`src/sci_pkg.sv`:
```
`timescale 1ns / 1ps

package sci_pkg;

    // parameter defaults
    localparam int PWM_MIN_DEF        = 6;
    localparam int PWM_MAX_DEF        = 44;
    localparam int ADC_FULL_SCALE_DEF = 1023;
    localparam int TEXT_DEPTH_DEF     = 16;

    // field widths
    localparam int CHAR_W   = 8;
    localparam int JOINT_W  = 2;
    localparam int COUNTS_W = 8;
    localparam int SAMPLE_W = 10;
    localparam int CFG_IDX_W = 3;
    localparam int CFG_DATA_W = 8;
    localparam int NUM_JOINTS = 4;

    // scaler datapath
    localparam int DEG_W       = 16;
    localparam int PROD_W      = COUNTS_W + DEG_W;
    localparam int RECIP_SHIFT = 32;
    localparam int RECIP_W     = RECIP_SHIFT + 1;
    localparam int QUOT_W      = PROD_W + 1;
    localparam int WIDE_W      = PROD_W + RECIP_W;

    localparam int DEG_RANGE = 180;
    localparam int DEG_SAT   = 65535;

    // characters
    localparam logic [CHAR_W-1:0] CHAR_CR    = 8'h0D;
    localparam logic [CHAR_W-1:0] CHAR_ZERO  = 8'h30;
    localparam logic [CHAR_W-1:0] CHAR_THREE = 8'h33;
    localparam logic [CHAR_W-1:0] CHAR_NINE  = 8'h39;
    localparam logic [CHAR_W-1:0] CHAR_REL   = 8'h72;
    localparam logic [CHAR_W-1:0] CHAR_CLAIM = 8'h63;

    // joint limit reset values
    localparam logic [COUNTS_W-1:0] JMIN_RST [NUM_JOINTS] = '{8'd6, 8'd7, 8'd9, 8'd6};
    localparam logic [COUNTS_W-1:0] JMAX_RST [NUM_JOINTS] = '{8'd44, 8'd26, 8'd30, 8'd15};

    typedef enum logic [2:0] {
        ST_IDLE,
        ST_FIRST,
        ST_SCAN,
        ST_SPAN,
        ST_MUL,
        ST_DONE
    } sci_state_t;

    typedef struct packed {
        logic start;
        logic adc_mode;
    } sci_scale_req_t;

endpackage

```
`src/sci_if.sv`:
```
`timescale 1ns / 1ps

interface sci_cmd_if;
    logic       valid;
    logic       ready;
    logic       action;
    logic [7:0] rx_char;
    logic [1:0] sample_channel;
    logic [9:0] sample_value;

    modport source (output valid, action, rx_char, sample_channel, sample_value,
                    input ready);
    modport sink (input valid, action, rx_char, sample_channel, sample_value,
                  output ready);
endinterface

interface sci_servo_if;
    logic       valid;
    logic       ready;
    logic       servo_write;
    logic [1:0] servo_joint;
    logic [7:0] servo_counts;
    logic       remote_claimed;

    modport source (output valid, servo_write, servo_joint, servo_counts, remote_claimed,
                    input ready);
    modport sink (input valid, servo_write, servo_joint, servo_counts, remote_claimed,
                  output ready);
endinterface

```
`src/sci_scaler.sv`:
```
`timescale 1ns / 1ps

module sci_scaler #(
    parameter int ADC_FULL_SCALE = sci_pkg::ADC_FULL_SCALE_DEF
) (
    input  logic                                clk,
    input  logic                                rst_n,
    input  sci_pkg::sci_scale_req_t             req,
    input  logic [sci_pkg::COUNTS_W-1:0]        op_a,
    input  logic [sci_pkg::DEG_W-1:0]           op_b,
    output logic                                done,
    output logic [sci_pkg::QUOT_W-1:0]          quot
);
    import sci_pkg::*;

    // floor(p / d) as (p * ceil(2^32 / d)) >> 32, exact for the product ranges used
    localparam logic [RECIP_W-1:0] RECIP_DEG =
        RECIP_W'(((64'd1 << RECIP_SHIFT) + 64'(DEG_RANGE) - 64'd1) / 64'(DEG_RANGE));
    localparam logic [RECIP_W-1:0] RECIP_ADC =
        RECIP_W'(((64'd1 << RECIP_SHIFT) + 64'(ADC_FULL_SCALE) - 64'd1)
                 / 64'(ADC_FULL_SCALE));

    logic              v1_reg;
    logic              v2_reg;
    logic              mode1_reg;
    logic [PROD_W-1:0] prod_reg;
    logic [QUOT_W-1:0] quot_reg;
    logic [WIDE_W-1:0] wide;

    assign wide = WIDE_W'(prod_reg) * WIDE_W'(mode1_reg ? RECIP_ADC : RECIP_DEG);

    always_ff @(posedge clk or negedge rst_n)
    begin
        if (!rst_n)
        begin
            v1_reg <= 1'b0;
            v2_reg <= 1'b0;
        end
        else
        begin
            v1_reg <= req.start;
            v2_reg <= v1_reg;
        end
    end

    always_ff @(posedge clk)
    begin
        if (req.start)
        begin
            prod_reg  <= PROD_W'(op_a) * PROD_W'(op_b);
            mode1_reg <= req.adc_mode;
        end
        if (v1_reg)
        begin
            quot_reg <= wide[WIDE_W-1:RECIP_SHIFT];
        end
    end

    assign done = v2_reg;
    assign quot = quot_reg;

endmodule

```
`src/servo_command_interpreter.sv`:
```
`timescale 1ns / 1ps
// servo command interpreter
// cmd channel: one item per serial character (action 0) or adc sample (action 1).
// servo channel: exactly one result item per cmd item, in order; servo_write marks
// a new joint position, remote_claimed gives the control mode after that item.
// cfg port: cfg_we with cfg_index 0..7 writes joint min/max limits (even = min,
// odd = max); write only while no item is in flight.
// items are accepted only in the idle state. a plain character is stored in the
// text buffer; a carriage return checks the first stored character, and a joint
// command scans the stored digits and goes through the scaler, as does an adc
// sample; an adc sample ignored while claimed goes straight to the done state.
// the joint command scan uses the text buffer's single read port, which
// is walked one stored character per cycle; the scaling takes two multiply stages.
// the result then goes into an output register, so a new item is taken
// while a result still waits; if the receiver stalls, a further result holds the
// sequencer in its done state until the output register frees.
// reset clears the character count and the claim flag and loads the default joint
// limits; the text buffer itself is not cleared, only written entries are read.
module servo_command_interpreter #(
    parameter int PWM_MIN        = sci_pkg::PWM_MIN_DEF,
    parameter int PWM_MAX        = sci_pkg::PWM_MAX_DEF,
    parameter int ADC_FULL_SCALE = sci_pkg::ADC_FULL_SCALE_DEF,
    parameter int TEXT_DEPTH     = sci_pkg::TEXT_DEPTH_DEF
) (
    input  logic                              clk,
    input  logic                              rst_n,
    sci_cmd_if.sink                           cmd,
    sci_servo_if.source                       servo,
    input  logic                              cfg_we,
    input  logic [sci_pkg::CFG_IDX_W-1:0]     cfg_index,
    input  logic [sci_pkg::CFG_DATA_W-1:0]    cfg_data
);
    import sci_pkg::*;

    localparam int IDX_W = $clog2(TEXT_DEPTH);
    localparam logic [COUNTS_W-1:0] DEG_SPAN =
        (PWM_MAX < PWM_MIN) ? '0 : COUNTS_W'(PWM_MAX - PWM_MIN);

    sci_state_t            state_reg, state_next;
    logic [IDX_W-1:0]      count_reg, count_next;
    logic                  claimed_reg, claimed_next;
    logic [IDX_W-1:0]      k_reg, k_next;
    logic [DEG_W-1:0]      deg_reg, deg_next;
    logic [JOINT_W-1:0]    joint_reg, joint_next;
    logic                  adc_reg, adc_next;
    logic                  res_write_reg, res_write_next;
    logic [COUNTS_W-1:0]   res_counts_reg, res_counts_next;
    logic                  out_valid_reg, out_valid_next;
    logic                  out_write_reg;
    logic [JOINT_W-1:0]    out_joint_reg;
    logic [COUNTS_W-1:0]   out_counts_reg;
    logic                  out_claimed_reg;

    logic [COUNTS_W-1:0]   jmin_reg [NUM_JOINTS];
    logic [COUNTS_W-1:0]   jmax_reg [NUM_JOINTS];

    logic [CHAR_W-1:0]     text_mem [TEXT_DEPTH];
    logic [CHAR_W-1:0]     text_rd_reg;
    logic                  mem_we;
    logic [IDX_W-1:0]      rd_addr;

    logic                  cmd_fire;
    logic                  out_load;
    sci_scale_req_t        scale_req;
    logic [COUNTS_W-1:0]   scale_a;
    logic                  scale_done;
    logic [QUOT_W-1:0]     scale_quot;

    logic [COUNTS_W-1:0]   cur_min;
    logic [COUNTS_W-1:0]   cur_max;
    logic [COUNTS_W-1:0]   adc_span;
    logic [SAMPLE_W-1:0]   sample_sat;
    logic [CHAR_W-1:0]     digit_val;
    logic [CHAR_W-1:0]     joint_digit;
    logic [DEG_W+3:0]      deg_mac;
    logic [QUOT_W:0]       serial_v;
    logic                  first_is_joint;

    assign cmd_fire  = cmd.valid && cmd.ready;
    assign cmd.ready = (state_reg == ST_IDLE);
    assign out_load  = (state_reg == ST_DONE) && (!out_valid_reg || servo.ready);

    assign cur_min  = jmin_reg[joint_reg];
    assign cur_max  = jmax_reg[joint_reg];
    assign adc_span = (cur_max >= cur_min) ? (cur_max - cur_min) : '0;

    assign sample_sat = (cmd.sample_value > SAMPLE_W'(ADC_FULL_SCALE))
                        ? SAMPLE_W'(ADC_FULL_SCALE) : cmd.sample_value;

    assign digit_val   = text_rd_reg - CHAR_ZERO;
    assign joint_digit = text_rd_reg - CHAR_ZERO;
    assign deg_mac     = ((DEG_W+4)'(deg_reg) << 3) + ((DEG_W+4)'(deg_reg) << 1)
                         + (DEG_W+4)'(digit_val[3:0]);
    assign serial_v    = (QUOT_W+1)'(scale_quot) + (QUOT_W+1)'(PWM_MIN);

    assign first_is_joint = (count_reg != '0) && (text_rd_reg >= CHAR_ZERO)
                            && (text_rd_reg <= CHAR_THREE) && claimed_reg;

    assign scale_a = adc_reg ? adc_span : DEG_SPAN;

    sci_scaler #(
        .ADC_FULL_SCALE (ADC_FULL_SCALE)
    ) u_scaler (
        .clk   (clk),
        .rst_n (rst_n),
        .req   (scale_req),
        .op_a  (scale_a),
        .op_b  (deg_reg),
        .done  (scale_done),
        .quot  (scale_quot)
    );

    // text buffer, one write and one registered read per cycle
    always_ff @(posedge clk)
    begin
        if (mem_we)
        begin
            text_mem[count_reg] <= cmd.rx_char;
        end
        text_rd_reg <= text_mem[rd_addr];
    end

    always_comb
    begin
        state_next      = state_reg;
        count_next      = count_reg;
        claimed_next    = claimed_reg;
        k_next          = k_reg;
        deg_next        = deg_reg;
        joint_next      = joint_reg;
        adc_next        = adc_reg;
        res_write_next  = res_write_reg;
        res_counts_next = res_counts_reg;
        mem_we          = 1'b0;
        rd_addr         = '0;
        scale_req       = '0;

        unique case (state_reg)
            ST_IDLE:
            begin
                if (cmd_fire)
                begin
                    res_write_next  = 1'b0;
                    res_counts_next = '0;
                    joint_next      = '0;
                    if (!cmd.action)
                    begin
                        if (cmd.rx_char == CHAR_CR)
                        begin
                            state_next = ST_FIRST;
                        end
                        else
                        begin
                            mem_we     = 1'b1;
                            count_next = (count_reg == IDX_W'(TEXT_DEPTH - 1))
                                         ? '0 : count_reg + IDX_W'(1);
                            state_next = ST_DONE;
                        end
                    end
                    else if (claimed_reg)
                    begin
                        state_next = ST_DONE;
                    end
                    else
                    begin
                        joint_next = cmd.sample_channel;
                        deg_next   = DEG_W'(sample_sat);
                        adc_next   = 1'b1;
                        state_next = ST_SPAN;
                    end
                end
            end
            ST_FIRST:
            begin
                if (first_is_joint)
                begin
                    joint_next = joint_digit[JOINT_W-1:0];
                    deg_next   = '0;
                    k_next     = IDX_W'(1);
                    adc_next   = 1'b0;
                    rd_addr    = IDX_W'(1);
                    state_next = ST_SCAN;
                end
                else
                begin
                    if (count_reg == IDX_W'(1) && text_rd_reg == CHAR_REL)
                    begin
                        claimed_next = 1'b0;
                    end
                    else if (count_reg == IDX_W'(1) && text_rd_reg == CHAR_CLAIM)
                    begin
                        claimed_next = 1'b1;
                    end
                    count_next = '0;
                    state_next = ST_DONE;
                end
            end
            ST_SCAN:
            begin
                // text_rd_reg holds entry k_reg
                if (k_reg < count_reg)
                begin
                    if (text_rd_reg >= CHAR_ZERO && text_rd_reg <= CHAR_NINE)
                    begin
                        deg_next = (deg_mac > (DEG_W+4)'(DEG_SAT))
                                   ? DEG_W'(DEG_SAT) : deg_mac[DEG_W-1:0];
                    end
                    k_next  = k_reg + IDX_W'(1);
                    rd_addr = k_reg + IDX_W'(1);
                end
                else
                begin
                    count_next = '0;
                    state_next = ST_SPAN;
                end
            end
            ST_SPAN:
            begin
                scale_req.start    = 1'b1;
                scale_req.adc_mode = adc_reg;
                state_next         = ST_MUL;
            end
            ST_MUL:
            begin
                if (scale_done)
                begin
                    res_write_next = 1'b1;
                    if (adc_reg)
                    begin
                        res_counts_next = scale_quot[COUNTS_W-1:0] + cur_min;
                    end
                    else if (serial_v > (QUOT_W+1)'(cur_max))
                    begin
                        res_counts_next = cur_max;
                    end
                    else if (serial_v < (QUOT_W+1)'(cur_min))
                    begin
                        res_counts_next = cur_min;
                    end
                    else
                    begin
                        res_counts_next = serial_v[COUNTS_W-1:0];
                    end
                    state_next = ST_DONE;
                end
            end
            ST_DONE:
            begin
                if (out_load)
                begin
                    state_next = ST_IDLE;
                end
            end
            default:
            begin
                state_next = ST_IDLE;
            end
        endcase
    end

    always_comb
    begin
        if (out_load)
        begin
            out_valid_next = 1'b1;
        end
        else if (servo.ready)
        begin
            out_valid_next = 1'b0;
        end
        else
        begin
            out_valid_next = out_valid_reg;
        end
    end

    always_ff @(posedge clk or negedge rst_n)
    begin
        if (!rst_n)
        begin
            state_reg     <= ST_IDLE;
            count_reg     <= '0;
            claimed_reg   <= 1'b0;
            out_valid_reg <= 1'b0;
        end
        else
        begin
            state_reg     <= state_next;
            count_reg     <= count_next;
            claimed_reg   <= claimed_next;
            out_valid_reg <= out_valid_next;
        end
    end

    always_ff @(posedge clk)
    begin
        k_reg          <= k_next;
        deg_reg        <= deg_next;
        joint_reg      <= joint_next;
        adc_reg        <= adc_next;
        res_write_reg  <= res_write_next;
        res_counts_reg <= res_counts_next;
        if (out_load)
        begin
            out_write_reg   <= res_write_reg;
            out_joint_reg   <= joint_reg;
            out_counts_reg  <= res_counts_reg;
            out_claimed_reg <= claimed_reg;
        end
    end

    // joint limits, even index is min and odd index is max
    always_ff @(posedge clk or negedge rst_n)
    begin
        if (!rst_n)
        begin
            for (int i = 0; i < NUM_JOINTS; i++)
            begin
                jmin_reg[i] <= JMIN_RST[i];
                jmax_reg[i] <= JMAX_RST[i];
            end
        end
        else if (cfg_we)
        begin
            if (cfg_index[0])
            begin
                jmax_reg[cfg_index[CFG_IDX_W-1:1]] <= cfg_data;
            end
            else
            begin
                jmin_reg[cfg_index[CFG_IDX_W-1:1]] <= cfg_data;
            end
        end
    end

    assign servo.valid          = out_valid_reg;
    assign servo.servo_write    = out_write_reg;
    assign servo.servo_joint    = out_joint_reg;
    assign servo.servo_counts   = out_counts_reg;
    assign servo.remote_claimed = out_claimed_reg;

    a_scan_in_range: assert property (@(posedge clk) disable iff (!rst_n)
        (state_reg == ST_SCAN) |-> (k_reg <= count_reg))
        else $error("scan index ran past the character count");

    a_scale_done_in_mul: assert property (@(posedge clk) disable iff (!rst_n)
        scale_done |-> (state_reg == ST_MUL))
        else $error("scaler finished outside the multiply wait");

    a_fire_leaves_idle: assert property (@(posedge clk) disable iff (!rst_n)
        cmd_fire |=> (state_reg != ST_IDLE))
        else $error("accepted item did not start processing");

    a_adc_only_released: assert property (@(posedge clk) disable iff (!rst_n)
        (out_load && res_write_reg && adc_reg) |-> !claimed_reg)
        else $error("adc position issued while remote control is claimed");

endmodule

```
`src/flat_wrapper.sv`:
```
// flat-port wrapper written by rule: the top's interface ports become plain ports
module servo_command_interpreter_flat import sci_pkg::*;
#(
    parameter int PWM_MIN        = sci_pkg::PWM_MIN_DEF,
    parameter int PWM_MAX        = sci_pkg::PWM_MAX_DEF,
    parameter int ADC_FULL_SCALE = sci_pkg::ADC_FULL_SCALE_DEF,
    parameter int TEXT_DEPTH     = sci_pkg::TEXT_DEPTH_DEF
)
  (clk, rst_n, cfg_we, cfg_index, cfg_data, cmd_valid, cmd_action, cmd_rx_char, cmd_sample_channel, cmd_sample_value, cmd_ready, servo_valid, servo_servo_write, servo_servo_joint, servo_servo_counts, servo_remote_claimed, servo_ready);
  sci_cmd_if cmd_i ();
  sci_servo_if servo_i ();
  input  logic clk;
  input  logic rst_n;
  input  logic cfg_we;
  input  logic [sci_pkg::CFG_IDX_W-1:0] cfg_index;
  input  logic [sci_pkg::CFG_DATA_W-1:0] cfg_data;
  input wire logic [$bits(cmd_i.valid)-1:0] cmd_valid;
  input wire logic [$bits(cmd_i.action)-1:0] cmd_action;
  input wire logic [$bits(cmd_i.rx_char)-1:0] cmd_rx_char;
  input wire logic [$bits(cmd_i.sample_channel)-1:0] cmd_sample_channel;
  input wire logic [$bits(cmd_i.sample_value)-1:0] cmd_sample_value;
  output wire logic [$bits(cmd_i.ready)-1:0] cmd_ready;
  output wire logic [$bits(servo_i.valid)-1:0] servo_valid;
  output wire logic [$bits(servo_i.servo_write)-1:0] servo_servo_write;
  output wire logic [$bits(servo_i.servo_joint)-1:0] servo_servo_joint;
  output wire logic [$bits(servo_i.servo_counts)-1:0] servo_servo_counts;
  output wire logic [$bits(servo_i.remote_claimed)-1:0] servo_remote_claimed;
  input wire logic [$bits(servo_i.ready)-1:0] servo_ready;
  assign cmd_i.valid = cmd_valid;
  assign cmd_i.action = cmd_action;
  assign cmd_i.rx_char = cmd_rx_char;
  assign cmd_i.sample_channel = cmd_sample_channel;
  assign cmd_i.sample_value = cmd_sample_value;
  assign cmd_ready = cmd_i.ready;
  assign servo_valid = servo_i.valid;
  assign servo_servo_write = servo_i.servo_write;
  assign servo_servo_joint = servo_i.servo_joint;
  assign servo_servo_counts = servo_i.servo_counts;
  assign servo_remote_claimed = servo_i.remote_claimed;
  assign servo_i.ready = servo_ready;
  servo_command_interpreter #(.PWM_MIN(PWM_MIN), .PWM_MAX(PWM_MAX), .ADC_FULL_SCALE(ADC_FULL_SCALE), .TEXT_DEPTH(TEXT_DEPTH)) u_core (.clk(clk), .rst_n(rst_n), .cmd(cmd_i), .servo(servo_i), .cfg_we(cfg_we), .cfg_index(cfg_index), .cfg_data(cfg_data));
endmodule
```
`config.mk`:
```
export PLATFORM = sky130hd
export DESIGN_NAME = servo_command_interpreter_flat
export DESIGN_NICKNAME = d
export VERILOG_FILES = /design/src/sci_pkg.sv /design/src/sci_if.sv /design/src/sci_scaler.sv /design/src/servo_command_interpreter.sv /design/src/flat_wrapper.sv
export SDC_FILE = /design/constraint.sdc
export NUM_CORES = 1
export LEC_CHECK = 0
export ABC_CLOCK_PERIOD_IN_PS = 10450
export BUFFER_PORTS_ARGS = -buffer_cell sky130_fd_sc_hd__buf_2
export CAP_MARGIN = 20
export CORE_MARGIN = 10
export CORE_UTILIZATION = 50
export CTS_CLUSTER_SIZE = 30
export DETAILED_ROUTE_END_ITERATION = 7
export PLACE_DENSITY = 0.62
export SETUP_SLACK_MARGIN = 0.15
export SYNTH_ARGS = -nofsm -noshare
export SYNTH_HDL_FRONTEND = slang
export SYNTH_HIERARCHICAL = 1
export SYNTH_SLANG_ARGS = --single-unit
```
`constraint.sdc`:
```
create_clock -name clk -period 10.45 [get_ports clk]
set_input_delay 3.135 -clock clk [delete_from_list [all_inputs] [get_ports clk]]
set_output_delay 3.135 -clock clk [all_outputs]
set_load 0.1 [all_outputs]
```
==> metrics.cfg, run 1 <==
[timing]
max_frequency_ghz=0.1200
setup_viol_count_final=0
layout_min_cycle_time_ns=8.333
maxSlewHeadroom_pct=33.51
tightest_slew_ns=0.9948
min_period_over_period_pct=79.74
grt_setup_unrepaired=false
report.final.slew_viol_count=0
final-hold-violation-count=0
tns_ns=0
clock-skew-final_ns=0.02157

[grt]
pin_count_of_the_biggest_net_entering_global_routing=76
vias_in_the_first_global_route=21260
grt_antenna_before_repair=0
gr-usage-all-layers_pct=20.55
grt_first_pass_wirelength_mm=115.4
grt-ovfl-total=0

[clock_network]
post-cts-setup-buffer-count=0
cts-root-to-sink-buffers=3
cts-buffers-inserted=35
post_cts_resize_count=0
clk-insertion-delay-late_ns=0.55
clk_pin_slew_worst_paths_ns=0.07
cts_sinks=297
cts_root_buffer=sky130_fd_sc_hd__clkbuf_16
post_cts_hold_buffer_count=0
cts_tree=done
htree_levels=2

[floorplan]
floorplan.initialDensity_pct=50.75
fp.coreArea_mm2=0.05792
die_area_mm2=0.06888
pin_count=51
die_w_um=262.5
rows=88
chipHeight_um=262.5

[critical_path]
worst-setup-path-type=reg -> reg
timing.critical_path.slowest_stage_cell=sky130_fd_sc_hd__edfxtp_1
critical_path.max_stage_delay_ns=0.87
crit_path_start_kind=flop
cp_max_fo=17
worstPathRequired_ns=10.81
worst_ep_arrival_time_ns=8.70
timing.critical_path.mode_cell=sky130_fd_sc_hd__fa_1
cp-end-kind=flop
regToRegSetupSlack_ns=2.12

[logic_synthesis]
synth_simple_gate_area_share_pct=10.54
synth.ff_latch_count=297
synthAdderAreaFrac_pct=37.19
synth_edf_count=214
synth.cell_area_mm2=0.02939
post_synth_xor_area_fraction_pct=1.788
synthesis_warnings=6
synth_compound_area_share_pct=9.962
syn-mean-instance-area_um2=10.69
ys_async_sr_fraction_pct=25.25
ys_seq_area_share_pct=28.89
synth_mux_area_share_pct=3.993
yosys_most_used_dff=sky130_fd_sc_hd__edfxtp_1
synth_top_family_by_area=adder cells
netlist-cell-type-count=89
postSynthCellCount=2750

[routing]
routedWlPerCell_um=19.83
via_per_inst=5.591
detailroute.via_count=20110
totalWireLength_mm=71.34
drtIter0Drc=1250
number_of_nets_with_antenna_violations_after_detailed_routing=0
route.detailed.drc=0
firstDrtPassIters=5

[place]
dpl-instance-area_mm2=0.03060
gpl.final_weighted_congestion=0.9114
place.port_buffers=50
place_hpwl_mm=56.76

[cells_and_area]
n_diodes=0
final_common_cell=sky130_fd_sc_hd__inv_1
post_route_cells_drive_above_1_share_pct=9.463
layout.cells.most_common_list=501 x sky130_fd_sc_hd__inv_1, 400 x sky130_fd_sc_hd__ha_1, 296 x sky130_fd_sc_hd__fa_1, 214 x sky130_fd_sc_hd__edfxtp_1, 210 x sky130_fd_sc_hd__nand2_1
max_reg_flops=128
syn2layout_area_growth_pct=7.935
layout.nets=3538
final_cell_area_mm2=0.03172

[job]
drv.max_cap_violation_count=0

[worst_hold_path]
path_type_of_the_worst_min_delay_path=reg -> reg

[status]
run_status=finished, final reports clean

==> per-layer routing <==
metal | up-vias | track usage, % | wire length (um)
met4 | 0 | 5.017 | 1598
met3 | 88 | 2.442 | 2812
met5 | - | 0 | 0
met2 | 438 | 36.17 | 35610
met1 | 10100 | 26.44 | 31310
li1 | 9481 | - | -
==> layout make-up <==
| cell class | instances | area (um2) |
|---|---|---|
| clock inverter | 16 | 130.1 |
| fill | 5033 | 26190 |
| timing repair buffer | 78 | 480.5 |
| clock buffer | 48 | 989.7 |
| inverter | 501 | 1881 |
| tap | 765 | 957.2 |
| sequential | 297 | 8492 |
| multi-input combinational | 1892 | 18790 |
==> logic make-up (layout without fill, tap and decap cells) <==
family / after synthesis / count (layout)
adder cells (fa/ha/maj): 696 / 696
AND/OR/NAND/NOR: 600 / 600
buffers and inverters: 582 / 643
AO/OA/AOI/OAI: 424 / 424
flip-flops: 297 / 297
multiplexers: 89 / 89
XOR/XNOR: 60 / 60
other: 2 / 23
==> metrics by stage <==
step                util (%)  instances  worst slack (ns)  hold slack, ns
floorplan                  -       2771             2.461          0.4003
CTS                    54.77       3596             2.190          0.4243
finish                 54.77       3597             2.117          0.4238
global route           54.77       3597             1.568          0.4349
detailed placement     52.83       3532             2.207          0.4075
global placement       52.77       3530             2.326          0.4026
==> critical path: cells and delay by family (launching register included) <==
kind,cells,cell delay [ns]
simple gates,3,0.62
buf+inv,3,0.40
mux,1,0.44
compound gates,12,2.90
fa+ha+maj,7,2.91
flops,1,0.87
==> worst paths after layout <==
path,from,endpoint,cells past startpoint
max,u_core/joint_reg[1],u_core/u_scaler/prod_reg[20],26
min,u_core/res_counts_reg[2],u_core/servo.servo_counts[2],0
max reg2reg,u_core/joint_reg[1],u_core/u_scaler/prod_reg[20],26
min reg2reg,u_core/res_counts_reg[2],u_core/servo.servo_counts[2],0
max in group asynchronous,rst_n,u_core/count_reg[1],1
min in group asynchronous,rst_n,u_core/jmin_reg[14],1
==> Yosys cell counts, drive strengths merged (12+ instances only) <==
library cell | number | area, um2
a211oi | 20 | 155.1
a21o | 56 | 422.9
a21oi | 129 | 645.6
a221oi | 36 | 339.1
a31oi | 12 | 90.09
and2 | 95 | 594.3
and3 | 15 | 93.84
buf | 16 | 111.4
clkbuf | 65 | 244.0
dfrtp | 52 | 1301
dfstp | 23 | 604.3
edfxtp | 214 | 6426
fa | 296 | 5926
ha | 400 | 5005
inv | 501 | 1881
mux2 | 66 | 743.2
mux4 | 16 | 360.4
nand2 | 210 | 788.3
nand2b | 25 | 156.4
nand3 | 25 | 125.1
nand4 | 30 | 193.9
nor2 | 67 | 251.5
nor2b | 33 | 206.5
nor3 | 31 | 155.2
o21a | 12 | 90.09
o21ai | 52 | 264.0
xnor2 | 36 | 315.3
xor2 | 24 | 210.2
Power of run 1 is not shown: default switching activity piles up to over one toggle a cycle in this logic, so the estimate is an artifact.
==> inputs of run 2 (changes only) <==
--- a/config.mk
+++ b/config.mk
@@ -5,14 +5,15 @@
 export SDC_FILE = /design/constraint.sdc
 export NUM_CORES = 1
 export LEC_CHECK = 0
-export ABC_CLOCK_PERIOD_IN_PS = 10450
+export ABC_AREA = 1
+export ABC_CLOCK_PERIOD_IN_PS = 7250
 export BUFFER_PORTS_ARGS = -buffer_cell sky130_fd_sc_hd__buf_2
 export CAP_MARGIN = 20
 export CORE_MARGIN = 10
 export CORE_UTILIZATION = 50
 export CTS_CLUSTER_SIZE = 30
 export DETAILED_ROUTE_END_ITERATION = 7
-export PLACE_DENSITY = 0.62
+export PLACE_DENSITY = 0.64
 export SETUP_SLACK_MARGIN = 0.15
 export SYNTH_ARGS = -nofsm -noshare
 export SYNTH_HDL_FRONTEND = slang
==> constraint.sdc (replaced) <==
create_clock -name clk -period 7.25 [get_ports clk]
set_input_delay 2.175 -clock clk [delete_from_list [all_inputs] [get_ports clk]]
set_output_delay 2.175 -clock clk [all_outputs]
set_load 0.1 [all_outputs]
==> metrics.cfg, run 2 <==
[status]
run_status=finished, final reports clean

[place]
gpl.final_weighted_congestion=0.9816
dp.cells=4653
place.port_buffers=50
place_hpwl_mm=64.78

[floorplan]
chipHeight_um=271.7
floorplan.initialDensity_pct=50.38
rows=92
pin_count=51
die_w_um=271.7
die_area_mm2=0.07380
fp.coreArea_mm2=0.06285

[cells_and_area]
stdcell_count=4712
n_diodes=0
syn2layout_area_growth_pct=7.780
max_reg_flops=128
finalCoreUtilization_pct=54.30
post_route_cells_drive_above_1_share_pct=7.165
fillers=5946
layout.cells.most_common_list=870 x sky130_fd_sc_hd__inv_1, 864 x sky130_fd_sc_hd__nand2_1, 392 x sky130_fd_sc_hd__ha_1, 296 x sky130_fd_sc_hd__fa_1, 246 x sky130_fd_sc_hd__nor2_1
final_common_cell=sky130_fd_sc_hd__inv_1
layout.nets=4574

[logic_synthesis]
synthDominantAreaCellType=sky130_fd_sc_hd__edfxtp_1
synth_edf_count=214
synth.top_cells.by_area=sky130_fd_sc_hd__edfxtp_1 20%, sky130_fd_sc_hd__fa_1 19%, sky130_fd_sc_hd__ha_1 16%
postSynthCellCount=3799
synth.cell_area_mm2=0.03167
ys_async_sr_fraction_pct=25.25
synth.ff_latch_count=297
synth.top_cell.area_share_pct=20.29
netlist-cell-type-count=53
post-synth-top-count-cell=sky130_fd_sc_hd__inv_1
ys_seq_area_share_pct=26.82
synth_top_cells_by_count=872 x sky130_fd_sc_hd__inv_1, 866 x sky130_fd_sc_hd__nand2_1, 400 x sky130_fd_sc_hd__ha_1
syn-mean-instance-area_um2=8.335
synthesis_warnings=6
yosys_most_used_dff=sky130_fd_sc_hd__edfxtp_1

[timing]
final-hold-violation-count=0
holdWs_ns=0.4228
report.final.slew_viol_count=0
setup_viol_count_final=0
layout_min_cycle_time_ns=6.694
tns_ns=0
max_frequency_ghz=0.1494
clock-skew-final_ns=0.03737
min_period_over_period_pct=92.34
maxSlewHeadroom_pct=26.70
grt_setup_unrepaired=false
tightest_slew_ns=1.095

[clock_network]
clk_pin_slew_worst_paths_ns=0.06
post_cts_resize_count=1
cts_root_buffer=sky130_fd_sc_hd__clkbuf_16
cts_tree=done
post-cts-setup-buffer-count=0
htree_levels=1
cts-buffers-inserted=31
clk-insertion-delay-late_ns=0.62
cts_sinks=297
cts-root-to-sink-buffers=3
post_cts_hold_buffer_count=0

[critical_path]
r2r.worst_path.cells=35
timing.rr.end=u_core/u_scaler/prod_reg[19]
cp_max_fo=33
worst_ep_arrival_time_ns=7.07
critical_path.max_stage_delay_ns=0.57
crit_end=u_core/u_scaler/prod_reg[19]
crit_path_start_kind=flop
timing.critical_path.slowest_stage_cell=sky130_fd_sc_hd__fa_1
cp-end-kind=flop
timing.critical_path.mode_cell=sky130_fd_sc_hd__nand2_1
worstPathRequired_ns=7.62
worst-setup-path-type=reg -> reg
critical_path_start=u_core/joint_reg[0]
critical_path.reg2reg.startpoint=u_core/joint_reg[0]
regToRegSetupSlack_ns=0.56

[routing]
routedWlPerCell_um=16.85
detailroute.via_count=23990
totalWireLength_mm=79.40
drtIter0Drc=1771
firstDrtPassIters=5
number_of_nets_with_antenna_violations_after_detailed_routing=0
route.detailed.drc=0
via_per_inst=5.091

[grt]
grt_antenna_before_repair=0
gr-usage-all-layers_pct=21.70
vias_in_the_first_global_route=24190
grt_first_pass_wirelength_mm=128.3
pin_count_of_the_biggest_net_entering_global_routing=76
grt-ovfl-total=0

[job]
drv.max_cap_violation_count=0

[worst_hold_path]
path_type_of_the_worst_min_delay_path=reg -> reg

run 2: worst min path at each step:
stage | end | cells past startpoint | from
final | u_core/servo.servo_counts[0] | 0 | u_core/res_counts_reg[0]
after global routing | u_core/servo.servo_counts[5] | 0 | u_core/res_counts_reg[5]
after CTS | u_core/servo.servo_counts[0] | 0 | u_core/res_counts_reg[0]
after detailed placement | u_core/servo.servo_counts[0] | 0 | u_core/res_counts_reg[0]
after global placement | u_core/servo.servo_counts[0] | 0 | u_core/res_counts_reg[0]
after floorplan | u_core/servo.servo_counts[0] | 0 | u_core/res_counts_reg[0]
run 2: through the flow:
step | area [um2] | worst slack [ns]
after floorplan | 31740 | 0.4183
after global placement | 32930 | 0.2203
after detailed placement | 32930 | 0.01790
after CTS | 34000 | 0.1531
after global routing | 34130 | 0.1136
final | 34130 | 0.5556
run 2: worst max-delay path, delay by kind of cell, from the launching register on:
kind / cells / cell delay, ns
fa+ha+maj: 7 / 3.03
simple gates: 14 / 1.20
compound gates: 7 / 1.22
flops: 1 / 0.41
buf+inv: 7 / 0.60
run 2: cell type report:
type                            instances  area, um2  share of cell area (%)
Sequential cell                       297       8492                   24.88
Multi-Input combinational cell       2544      19640                   57.55
Clock buffer                           35      820.8                   2.405
Timing Repair Buffer                   86      555.5                   1.628
Tap cell                              846       1059                   3.102
Inverter                              881       3314                   9.711
Clock inverter                         23      247.7                  0.7259
run 2: routing by layer:
layer / routed length (um) / global-route usage, %
met1: 35950 / 29.45
met2: 37270 / 36.32
met3: 4154 / 2.752
met4: 2021 / 5.424
met5: 0 / 0
run 2: kinds of logic (layout without fill, tap and decap cells):
group	Yosys count	in the layout	share of synthesized area [%]
AOI/OAI and AO/OA	407	407	7.425
buffers and inverters	979	1025	11.81
xor gates and xnor gates	53	53	1.466
and+or+nand+nor	1365	1365	17.94
adders and majority gates	696	696	34.52
DFF	297	297	26.82
other	2	23	0.02372
Power of run 2 is left out for the same reason.
==> inputs of run 3 (changes only) <==
--- a/config.mk
+++ b/config.mk
@@ -5,15 +5,14 @@
 export SDC_FILE = /design/constraint.sdc
 export NUM_CORES = 1
 export LEC_CHECK = 0
-export ABC_AREA = 1
 export ABC_CLOCK_PERIOD_IN_PS = 7250
 export BUFFER_PORTS_ARGS = -buffer_cell sky130_fd_sc_hd__buf_2
-export CAP_MARGIN = 20
 export CORE_MARGIN = 10
 export CORE_UTILIZATION = 50
 export CTS_CLUSTER_SIZE = 30
 export DETAILED_ROUTE_END_ITERATION = 7
 export PLACE_DENSITY = 0.64
+export REMOVE_ABC_BUFFERS = 1
 export SETUP_SLACK_MARGIN = 0.15
 export SYNTH_ARGS = -nofsm -noshare
 export SYNTH_HDL_FRONTEND = slang
==> metrics.cfg, run 3 (synthesis results as in run 1) <==
[grt]
vias_in_the_first_global_route=21460
grt_first_pass_wirelength_mm=116.7
grt-ovfl-total=0
grt_antenna_before_repair=0
gr-usage-all-layers_pct=20.89
pin_count_of_the_biggest_net_entering_global_routing=76

[clock_network]
cts_root_buffer=sky130_fd_sc_hd__clkbuf_16
cts_tree=done
cts_sinks=297
cts-buffers-inserted=35
clk_pin_slew_worst_paths_ns=0.06
cts-root-to-sink-buffers=3
clk-insertion-delay-late_ns=0.56
post_cts_hold_buffer_count=0
htree_levels=2

[cells_and_area]
final_cell_area_mm2=0.03319
layout.cells.most_common_list=497 x sky130_fd_sc_hd__inv_1, 388 x sky130_fd_sc_hd__ha_1, 289 x sky130_fd_sc_hd__fa_1, 214 x sky130_fd_sc_hd__edfxtp_1, 208 x sky130_fd_sc_hd__nand2_1
max_reg_flops=128
syn2layout_area_growth_pct=12.94
final_common_cell=sky130_fd_sc_hd__inv_1
post_route_cells_drive_above_1_share_pct=15.76
layout.nets=3663
n_diodes=0

[place]
gpl.final_weighted_congestion=0.9661
place.port_buffers=50
dpl-instance-area_mm2=0.03140
place_hpwl_mm=58.13

[timing]
tightest_slew_ns=1.217
maxSlewHeadroom_pct=18.87
final-hold-violation-count=0
clock-skew-final_ns=0.02349
max_frequency_ghz=0.1402
grt_setup_unrepaired=true
layout_min_cycle_time_ns=7.134
report.final.slew_viol_count=0
min_period_over_period_pct=98.40
setup_viol_count_final=0

[routing]
via_per_inst=5.545
route.detailed.drc=0
firstDrtPassIters=6
top_layer_used=met4
totalWireLength_mm=73.10
routedWlPerCell_um=19.64
routedLengthMet1_mm=32.29
drtIter0Drc=1543
wl_met2_mm=35.49
number_of_nets_with_antenna_violations_after_detailed_routing=0
met3WireLength_mm=3.537
detailroute.via_count=20640

[floorplan]
pin_count=51
chipHeight_um=262.5
die_w_um=262.5
die_area_mm2=0.06888
fp.coreArea_mm2=0.05792
rows=88
floorplan.initialDensity_pct=50.75

[critical_path]
critical_path_cell_count=29
regToRegSetupSlack_ns=0.12
cp-end-kind=flop
critical_path.max_stage_delay_ns=0.57
worst_path_dominant_cell_family=adder cells
cp_max_fo=7
worst-setup-path-type=reg -> reg
timing.critical_path.buf_inv=7
crit_end=u_core/u_scaler/prod_reg[21]
worstPathRequired_ns=7.51
timing.critical_path.mode_cell=sky130_fd_sc_hd__buf_6
timing.rr.end=u_core/u_scaler/prod_reg[21]
critical_path.reg2reg.startpoint=u_core/joint_reg[0]
timing.critical_path.slowest_stage_cell=sky130_fd_sc_hd__fa_1
critical_path_start=u_core/joint_reg[0]
worst_ep_arrival_time_ns=7.40
r2r.worst_path.cells=29
crit_path_start_kind=flop

[status]
run_status=finished, final reports clean

[job]
drv.max_cap_violation_count=0

[worst_hold_path]
hold_critical_path_depth=0
path_type_of_the_worst_min_delay_path=reg -> reg

[run 3: metrics by stage]
stage	TNS (ns)	std cells	hold WS [ns]	utilization [%]	setup slack [ns]
after floorplan	-8.520	2690	0.4003	-	-0.9773
after global placement	-0.5496	3632	0.4046	54.21	-0.1500
after detailed placement	-1.270	3632	0.4056	54.21	-0.3260
after CTS	0	3712	0.4205	56.61	0.1356
after global routing	-0.2862	3722	0.4260	57.31	-0.08584
final	0	3722	0.4179	57.31	0.1157
[run 3: how the worst min path moves through the flow]
stage / from / to / slack [ns]
after floorplan: u_core/res_counts_reg[0] / u_core/servo.servo_counts[0] / 0.40
after global placement: u_core/res_counts_reg[0] / u_core/servo.servo_counts[0] / 0.40
after detailed placement: u_core/res_counts_reg[2] / u_core/servo.servo_counts[2] / 0.41
after CTS: u_core/res_counts_reg[2] / u_core/servo.servo_counts[2] / 0.42
after global routing: u_core/res_counts_reg[2] / u_core/servo.servo_counts[2] / 0.43
final: u_core/res_counts_reg[2] / u_core/servo.servo_counts[2] / 0.42
[run 3: routing by layer]
layer / vias up / GRT usage [%]
met1: 10290 / 27.75
met5: - / 0
met4: 0 / 5.594
met3: 96 / 2.843
met2: 516 / 35.26
li1: 9733 / -
[run 3: what timing repair did]
item,in CTS,in global routing
gates resized for setup,28,74
gates cloned,2,0
buffers inserted,14,10
pin swaps,16,37
setup endpoints to repair,14,29
endpoints found under the hold margin,0,0
[run 3: final cells by class]
type                            count  area (um2)
Clock buffer                       42       943.4
Timing Repair Buffer              203        1516
Sequential cell                   297        8492
Fill cell                        4982       24720
Tap cell                          765       957.2
Clock inverter                     22       203.9
Multi-Input combinational cell   1892       19200
Inverter                          501        1881
Power of run 3 is left out for the same reason.
